<file path="config.mk">
export PLATFORM = sky130hd
export DESIGN_NAME = note_to_frequency_tuning_top
export DESIGN_NICKNAME = d
export VERILOG_FILES = /design/src/design/n2f_pkg.sv /design/src/design/note_to_frequency_tuning_top.sv
export SDC_FILE = /design/constraint.sdc
export NUM_CORES = 2
export LEC_CHECK = 0
export BUFFER_PORTS_ARGS = -buffer_cell sky130_fd_sc_hd__clkbuf_2
export CORE_MARGIN = 1.5
export CORE_UTILIZATION = 40
export DETAILED_ROUTE_END_ITERATION = 8
export SKIP_CTS_REPAIR_TIMING = 1
export SLEW_MARGIN = 10
export SYNTH_ARGS = -nofsm -noshare
export SYNTH_HDL_FRONTEND = slang
export SYNTH_SLANG_ARGS = --single-unit
</file>
<file path="constraint.sdc">
create_clock -name clk -period 13.2 [get_ports clk]
set_input_delay 2.64 -clock clk [delete_from_list [all_inputs] [get_ports clk]]
set_output_delay 2.64 -clock clk [all_outputs]
set_load 0.02 [all_outputs]
</file>
<file path="src/design/n2f_pkg.sv">
// shared types, register codes and ratio tables for the note to frequency converter
package n2f_pkg;

	localparam int NOTE_W      = 7;
	localparam int FREQ_W      = 24;
	localparam int REF_W       = 18;
	localparam int SCALE_W     = 4;
	localparam int CFG_DATA_W  = 18;
	localparam int CFG_IDX_W   = 1;
	localparam int RATIO_FRAC  = 20;
	localparam int RATIO_W     = RATIO_FRAC + 1;
	localparam int OCT_W       = 4;
	localparam int PC_W        = 4;
	localparam int SOLF_W      = 10;
	localparam int PROD_W      = REF_W + RATIO_W;
	localparam int SUM_W       = PROD_W + 1;
	localparam int ROUND_BASE  = RATIO_FRAC + 5;
	localparam int SOLF_DROP   = 5;

	localparam int NOTE_COUNT_DEF = 128;
	localparam int FRAC_BITS_DEF  = 8;

	localparam logic [FREQ_W-1:0] FREQ_MAX = {FREQ_W{1'b1}};

	// register indexes
	localparam logic [CFG_IDX_W-1:0] REG_TUNING_SCALE = 1'b0;
	localparam logic [CFG_IDX_W-1:0] REG_REFERENCE_A  = 1'b1;

	localparam logic [SCALE_W-1:0] SCALE_RST = 4'd3;
	localparam logic [REF_W-1:0]   REF_RST   = 18'd112640;

	// scale codes
	localparam logic [SCALE_W-1:0] SCALE_DIA0   = 4'd0;
	localparam logic [SCALE_W-1:0] SCALE_DIA1   = 4'd1;
	localparam logic [SCALE_W-1:0] SCALE_DIA2   = 4'd2;
	localparam logic [SCALE_W-1:0] SCALE_EQUAL  = 4'd3;
	localparam logic [SCALE_W-1:0] SCALE_PYTH   = 4'd4;
	localparam logic [SCALE_W-1:0] SCALE_JUST   = 4'd5;
	localparam logic [SCALE_W-1:0] SCALE_ENHARM = 4'd6;
	localparam logic [SCALE_W-1:0] SCALE_HARM   = 4'd7;
	localparam logic [SCALE_W-1:0] SCALE_SOLF   = 4'd8;

	// pitch class membership, bit pc set if present
	localparam logic [11:0] DIATONIC_MASK  = 12'hAB5;
	localparam logic [11:0] SOLFEGGIO_MASK = 12'h2B5;

	typedef enum logic [2:0] {
		MODE_NONE,
		MODE_PYTH,
		MODE_EQUAL,
		MODE_JUST,
		MODE_ZERO,
		MODE_SOLF
	} mode_t;

	// ratio to A of the same octave, 20 fraction bits, one integer bit
	function automatic logic [RATIO_W-1:0] ratio_rom(input mode_t mode, input logic [PC_W-1:0] pc);
		logic [RATIO_W-1:0] r;
		r = '0;
		case (mode)
			MODE_PYTH: begin
				case (pc)
					4'd0:  r = 21'd621378;
					4'd1:  r = 21'd663552;
					4'd2:  r = 21'd699051;
					4'd3:  r = 21'd746496;
					4'd4:  r = 21'd786432;
					4'd5:  r = 21'd828504;
					4'd6:  r = 21'd884736;
					4'd7:  r = 21'd932068;
					4'd8:  r = 21'd995328;
					4'd9:  r = 21'd1048576;
					4'd10: r = 21'd1119744;
					4'd11: r = 21'd1179648;
					default: r = '0;
				endcase
			end
			MODE_EQUAL: begin
				case (pc)
					4'd0:  r = 21'd623487;
					4'd1:  r = 21'd660561;
					4'd2:  r = 21'd699841;
					4'd3:  r = 21'd741455;
					4'd4:  r = 21'd785544;
					4'd5:  r = 21'd832255;
					4'd6:  r = 21'd881744;
					4'd7:  r = 21'd934175;
					4'd8:  r = 21'd989724;
					4'd9:  r = 21'd1048576;
					4'd10: r = 21'd1110928;
					4'd11: r = 21'd1176987;
					default: r = '0;
				endcase
			end
			MODE_JUST: begin
				case (pc)
					4'd0:  r = 21'd629146;
					4'd1:  r = 21'd655360;
					4'd2:  r = 21'd707789;
					4'd3:  r = 21'd737280;
					4'd4:  r = 21'd786432;
					4'd5:  r = 21'd838861;
					4'd6:  r = 21'd873813;
					4'd7:  r = 21'd943718;
					4'd8:  r = 21'd983040;
					4'd9:  r = 21'd1048576;
					4'd10: r = 21'd1092267;
					4'd11: r = 21'd1179648;
					default: r = '0;
				endcase
			end
			default: r = '0;
		endcase
		return r;
	endfunction

	// absolute solfeggio frequencies in hz, shifted up by FRAC_BITS plus octave and divided by 32 downstream
	function automatic logic [SOLF_W-1:0] solf_rom(input logic [PC_W-1:0] pc);
		logic [SOLF_W-1:0] f;
		case (pc)
			4'd0:    f = 10'd396;
			4'd2:    f = 10'd417;
			4'd4:    f = 10'd528;
			4'd5:    f = 10'd639;
			4'd7:    f = 10'd741;
			4'd9:    f = 10'd852;
			default: f = '0;
		endcase
		return f;
	endfunction

endpackage

</file>
<file path="src/design/note_to_frequency_tuning_top.sv">
// note number to frequency converter, four stage pipeline
// The block turns a 7-bit note number into a 24-bit frequency in units of
// 2^-FRAC_BITS Hz plus an availability flag, under the tuning scale and the
// reference A (note 69) frequency held in two configuration registers. It
// takes one item per clock while the output is not stalled: stage 1
// splits the note into octave and pitch class and decodes the scale, stage 2
// reads the ratio table, stage 3 holds the 18x21 multiply (the longest path),
// and stage 4 rounds, shifts by the octave and saturates into the output
// register. All stages move together, so a stall at the output holds the
// whole pipeline and nothing is dropped or repeated. Notes outside the scale
// give zero and are flagged unavailable; the harmonic scale gives zero with
// the flag set; solfeggio uses fixed absolute pitches and ignores reference A.
// Configuration is meant to change only while the pipeline is empty.
module note_to_frequency_tuning_top
	import n2f_pkg::*;
#(
	parameter int NOTE_COUNT = NOTE_COUNT_DEF,
	parameter int FRAC_BITS  = FRAC_BITS_DEF
) (
	input  logic                  clk,
	input  logic                  arst_n,
	// configuration write port
	input  logic                  cfg_we,
	input  logic [CFG_IDX_W-1:0]  cfg_index,
	input  logic [CFG_DATA_W-1:0] cfg_data,
	// input item channel
	input  logic                  in_valid,
	output logic                  in_stall,
	input  logic [NOTE_W-1:0]     note_number,
	// result item channel
	output logic                  out_valid,
	input  logic                  out_stall,
	output logic [FREQ_W-1:0]     frequency,
	output logic                  note_available
);

	// configuration registers
	logic [SCALE_W-1:0] tuning_scale_q;
	logic [REF_W-1:0]   reference_a_q;

	always_ff @(posedge clk or negedge arst_n) begin
		if (!arst_n) begin
			tuning_scale_q <= SCALE_RST;
			reference_a_q  <= REF_RST;
		end else if (cfg_we) begin
			case (cfg_index)
				REG_TUNING_SCALE: tuning_scale_q <= cfg_data[SCALE_W-1:0];
				REG_REFERENCE_A:  reference_a_q  <= cfg_data[REF_W-1:0];
				default: ;
			endcase
		end
	end

	// pipeline advances unless the output register holds an item that is stalled
	logic advance;
	assign advance  = !(out_valid && out_stall);
	assign in_stall = !advance;

	// stage 1: octave, pitch class and scale decode
	logic [12:0]       oct_prod;
	logic [OCT_W-1:0]  oct_c;
	logic [NOTE_W-1:0] oct_base;
	logic [PC_W-1:0]   pc_c;
	logic              in_range;
	mode_t             mode_c;

	// note / 12 as (note * 43) >> 9, exact for 7-bit notes
	assign oct_prod = 13'(note_number) * 13'd43;
	assign oct_c    = oct_prod[12:9];
	assign oct_base = 7'(oct_c) * 7'd12;
	assign pc_c     = PC_W'(note_number - oct_base);
	assign in_range = ({1'b0, note_number} < 8'(NOTE_COUNT));

	always_comb begin
		mode_c = MODE_NONE;
		if (in_range) begin
			case (tuning_scale_q)
				SCALE_DIA0, SCALE_DIA1, SCALE_DIA2: begin
					if (DIATONIC_MASK[pc_c]) begin
						mode_c = MODE_PYTH;
					end
				end
				SCALE_EQUAL:               mode_c = MODE_EQUAL;
				SCALE_PYTH, SCALE_ENHARM: mode_c = MODE_PYTH;
				SCALE_JUST:                mode_c = MODE_JUST;
				SCALE_HARM:                mode_c = MODE_ZERO;
				SCALE_SOLF: begin
					if (SOLFEGGIO_MASK[pc_c]) begin
						mode_c = MODE_SOLF;
					end
				end
				default:                   mode_c = MODE_NONE;
			endcase
		end
	end

	logic             valid_s1, valid_s2, valid_s3, valid_s4;
	logic [PC_W-1:0]  pc_s1;
	logic [OCT_W-1:0] oct_s1, oct_s2, oct_s3;
	mode_t            mode_s1, mode_s2, mode_s3;

	// stage 2 payload
	logic [RATIO_W-1:0] ratio_s2;
	logic [SOLF_W-1:0]  solf_s2;

	// stage 3 payload
	logic [PROD_W-1:0] prod_s3;
	logic [SUM_W-1:0]  solf_s3;

	// stage 4 payload, the output register
	logic [FREQ_W-1:0] freq_s4;
	logic              avail_s4;

	always_ff @(posedge clk or negedge arst_n) begin
		if (!arst_n) begin
			valid_s1 <= 1'b0;
			valid_s2 <= 1'b0;
			valid_s3 <= 1'b0;
			valid_s4 <= 1'b0;
		end else if (advance) begin
			valid_s1 <= in_valid;
			valid_s2 <= valid_s1;
			valid_s3 <= valid_s2;
			valid_s4 <= valid_s3;
		end
	end

	always_ff @(posedge clk) begin
		if (advance) begin
			pc_s1   <= pc_c;
			oct_s1  <= oct_c;
			mode_s1 <= mode_c;
		end
	end

	// stage 2: ratio and solfeggio table reads
	always_ff @(posedge clk) begin
		if (advance) begin
			ratio_s2 <= ratio_rom(mode_s1, pc_s1);
			solf_s2  <= solf_rom(pc_s1);
			oct_s2   <= oct_s1;
			mode_s2  <= mode_s1;
		end
	end

	// stage 3: reference times ratio, solfeggio pitch scaled up by octave
	logic [5:0] solf_sh;
	assign solf_sh = 6'(FRAC_BITS) + 6'(oct_s2);

	always_ff @(posedge clk) begin
		if (advance) begin
			prod_s3 <= PROD_W'(reference_a_q) * PROD_W'(ratio_s2);
			solf_s3 <= SUM_W'(solf_s2) << solf_sh;
			oct_s3  <= oct_s2;
			mode_s3 <= mode_s2;
		end
	end

	// stage 4: round half up, shift by octave distance, saturate
	logic [4:0]        rnd_sh;
	logic [SUM_W-1:0]  rat_sum, rat_shr, solf_sum, solf_shr;
	logic [FREQ_W-1:0] rat_freq, solf_freq, freq_c;

	assign rnd_sh    = 5'(ROUND_BASE) - 5'(oct_s3);
	assign rat_sum   = SUM_W'(prod_s3) + (SUM_W'(1) << (rnd_sh - 5'd1));
	assign rat_shr   = rat_sum >> rnd_sh;
	assign rat_freq  = (|rat_shr[SUM_W-1:FREQ_W]) ? FREQ_MAX : rat_shr[FREQ_W-1:0];
	assign solf_sum  = solf_s3 + SUM_W'(16);
	assign solf_shr  = solf_sum >> SOLF_DROP;
	assign solf_freq = (|solf_shr[SUM_W-1:FREQ_W]) ? FREQ_MAX : solf_shr[FREQ_W-1:0];

	always_comb begin
		case (mode_s3)
			MODE_PYTH, MODE_EQUAL, MODE_JUST: freq_c = rat_freq;
			MODE_SOLF:                        freq_c = solf_freq;
			default:                          freq_c = '0;
		endcase
	end

	always_ff @(posedge clk) begin
		if (advance) begin
			freq_s4  <= freq_c;
			avail_s4 <= (mode_s3 != MODE_NONE);
		end
	end

	assign out_valid      = valid_s4;
	assign frequency      = freq_s4;
	assign note_available = avail_s4;

	// an unavailable note never carries a frequency
	assert property (@(posedge clk) disable iff (!arst_n)
		(out_valid && !note_available) |-> (frequency == '0))
		else $error("unavailable note with nonzero frequency");

	// an accepted item always lands in stage 1
	assert property (@(posedge clk) disable iff (!arst_n)
		(in_valid && !in_stall) |=> valid_s1)
		else $error("accepted item lost at stage 1");

	// stage 3 keeps its item while the output is stalled
	assert property (@(posedge clk) disable iff (!arst_n)
		(valid_s3 && !advance) |=> (valid_s3 && $stable(prod_s3) && $stable(mode_s3)))
		else $error("stage 3 changed while stalled");

endmodule
</file>
==> metrics.txt <==
Worst Hold Launch mode_s2[1]; crit path DAT 8.25 ns; hpwl dp approximately 53 mm; CP max stage cell dfrtp_1; Crit Path Class flip-flop to flip-flop; Post-Synthesis Cell Area 26,800 sq um; cell taking the most area after synthesis fa_1; MaxCap Viol Count 0; status complete, no violations; Initial Util approximately 41%; CTS Buffer Depth 3; Layout area overhead 7.39%; # IOs 58; R2R Setup Slk approximately 5.3 ns; Slew Viols, Final 0; fill count 6,438; share of layout cells above drive strength 1 approximately 8.2%; end of the worst hold path mode_s3[1]; clock slew at reported path FFs 0.06 ns; Slew HR between 20 and 30%; Final period util about three fifths; final critical-path required period slightly below 8 ns; Chip Height approximately 260 microns; Core Area between 60,000 and 70,000 sq um; largest net degree at the start of global routing 74; worst path bufs/invs 5; Yosys top cell area share a little under a quarter; ys async rst share a little under an eighth; most instantiated library cell after synthesis nand2_1; RSZ-0062 raised after global routing false; Top FF cell, synth edfxtp_1; 1st-pass router iterations 5; DRC errors left 0; Setup WS post-layout 5.28 ns; Hold Path Depth 0; synth unique cells 94; number of nets in the layout about 3,500; Syn Area/Cell 8.95 sq um; final wirelength ~69 mm; antenna-violating nets left 0; port bufs between 50 and 60; Max stage delay on crit path ~0.9 ns; first-pass GRT wire length 110 mm; Fin Hold WS between 0.4 and 0.5 ns; crit end category flip-flop; post-synthesis sequential area ratio 23.3%; Synth area leaders fa_1, edfxtp_1, ha_1; timing-limited maximum frequency between 100 and 150 MHz; Via density between 5 and 6; initial antenna violation count 0; Sinks on Clock Net ~230; crit-path max FO 22; GRT Total Usage around a fifth; clock insertion delay at the later pin of the skew report 0.60 ns; Most common cell on crit path fa_1; vias just over 20,000; placer congestion estimate between 0.9 and 1; drt wl/cell between 15 and 20 microns; CTS Buf Count 27; DIE WIDTH roughly 260 microns; RR Endpoint prod_s3[38]; Yosys reg bits 228; worst slew pin tran between 1 and 1.5 ns; Warnings, synthesis 0; Die Area just under 70,000 sq um; Final Hold Vio Count 0; Final Skew slightly above 0.03 ns; worst-case reg-to-reg path depth 26; root buf cell clkbuf_16; CTS tree yes; CP Launch Type flip-flop; Critical R2R Launch reference_a_q[8]; DR iter-0 viols approximately 1,500; pre-CTS setup slack 5.26 ns; Min-Delay Path Class flip-flop to flip-flop; # diodes 0; # rows 94; Cells after Synth between 2,000 and 3,000; WP data required approximately 14 ns; remaining global-route overflow 0; Largest delay share family, worst path adder cells; # H-tree levels 1; vias in the first global route around 20,000; Post-synth top cells nand2_1, inv_1, fa_1; Finish-stage setup viols 0; setup_tns 0 ns; Post-synth EDFFs approximately 160
through the flow:
stage	util [%]	instance area, sq um	std cells
finish	43.6	28800	3847
global route	43.6	28800	3847
CTS	43.6	28800	3847
global placement	42.2	27900	3797
floorplan	-	26900	3007
detailed placement	42.2	27900	3797
metal layers:
metal | vias to the layer above | share of wire, % | routed length (microns) | GRT usage [%]
li1 | 9731 | - | - | -
met1 | 9893 | 45 | 31300 | 28.5
met2 | 586 | 46 | 31300 | 32.8
met3 | 131 | 5.5 | 3760 | 2.46
met4 | 0 | 3.4 | 2340 | 6.98
met5 | - | 0 | 0 | 0
placed cells by master, fill, tap and decap left out, drive strengths merged, types with 8 or more instances in the layout:
| master | synthesis | routed |
|---|---|---|
| nor2 | 198 | 198 |
| nor3 | 36 | 36 |
| ha | 186 | 186 |
| edfxtp | 155 | 155 |
| nor4 | 10 | 10 |
| nand4 | 23 | 23 |
| conb | 1 | 11 |
| clkinv | 2 | 11 |
| o211ai | 19 | 19 |
| o21ai | 111 | 111 |
| a22oi | 21 | 21 |
| and3 | 21 | 21 |
| nand2b | 17 | 17 |
| nand3 | 37 | 37 |
| o21bai | 9 | 9 |
| a221oi | 8 | 8 |
| a21o | 27 | 27 |
| fa | 311 | 311 |
| mux2 | 46 | 46 |
| dfrtp | 19 | 19 |
| a211oi | 34 | 34 |
| dfxtp | 47 | 47 |
| a21oi | 156 | 156 |
| mux4 | 9 | 9 |
| nor2b | 12 | 12 |
| mux2i | 51 | 51 |
| nand2 | 465 | 465 |
| buf | 34 | 32 |
| a31oi | 27 | 27 |
| xor2 | 40 | 40 |
| inv | 450 | 452 |
| clkbuf | 129 | 90 |
| o31ai | 10 | 10 |
| o21a | 17 | 17 |
| o22ai | 10 | 10 |
| xnor2 | 61 | 61 |
| and2 | 106 | 106 |
cell families (layout without fill, tap and decap cells):
logic type                 Yosys count  after routing  synth area share [%]
and+or+nand+nor                    951            951                  15.9
buffers and inverters              615            591                  8.74
AOI/OAI and AO/OA                  498            498                  12.2
adders and majority gates          497            497                  31.9
DFF                                228            228                  23.3
muxes                              106            106                  4.59
xor gates and xnor gates           101            101                  3.36
other                                1             11                0.0140
cell type report:
| cell class | instances | area (sq um) | share of cell area [%] |
|---|---|---|---|
| Inverter | 452 | 1700 | 5.89 |
| Clock buffer | 33 | 718 | 2.49 |
| Timing Repair Buffer | 89 | 526 | 1.82 |
| Sequential cell | 228 | 6250 | 21.7 |
| Multi-Input combinational cell | 2164 | 18300 | 63.6 |
| Tap cell | 864 | 1080 | 3.75 |
| Clock inverter | 17 | 216 | 0.752 |
worst max-delay path by stage:
| stage | start | to | cells after the start |
|---|---|---|---|
| after floorplan | out_stall | in_stall | 3 |
| after global placement | reference_a_q[8] | prod_s3[38] | 26 |
| after detailed placement | reference_a_q[8] | prod_s3[38] | 26 |
| after CTS | reference_a_q[8] | prod_s3[38] | 26 |
| after global routing | reference_a_q[8] | prod_s3[38] | 26 |
| final | reference_a_q[8] | prod_s3[38] | 26 |
Power is not shown: default switching activity piles up to over one toggle a cycle in this logic, so the estimate is an artifact.
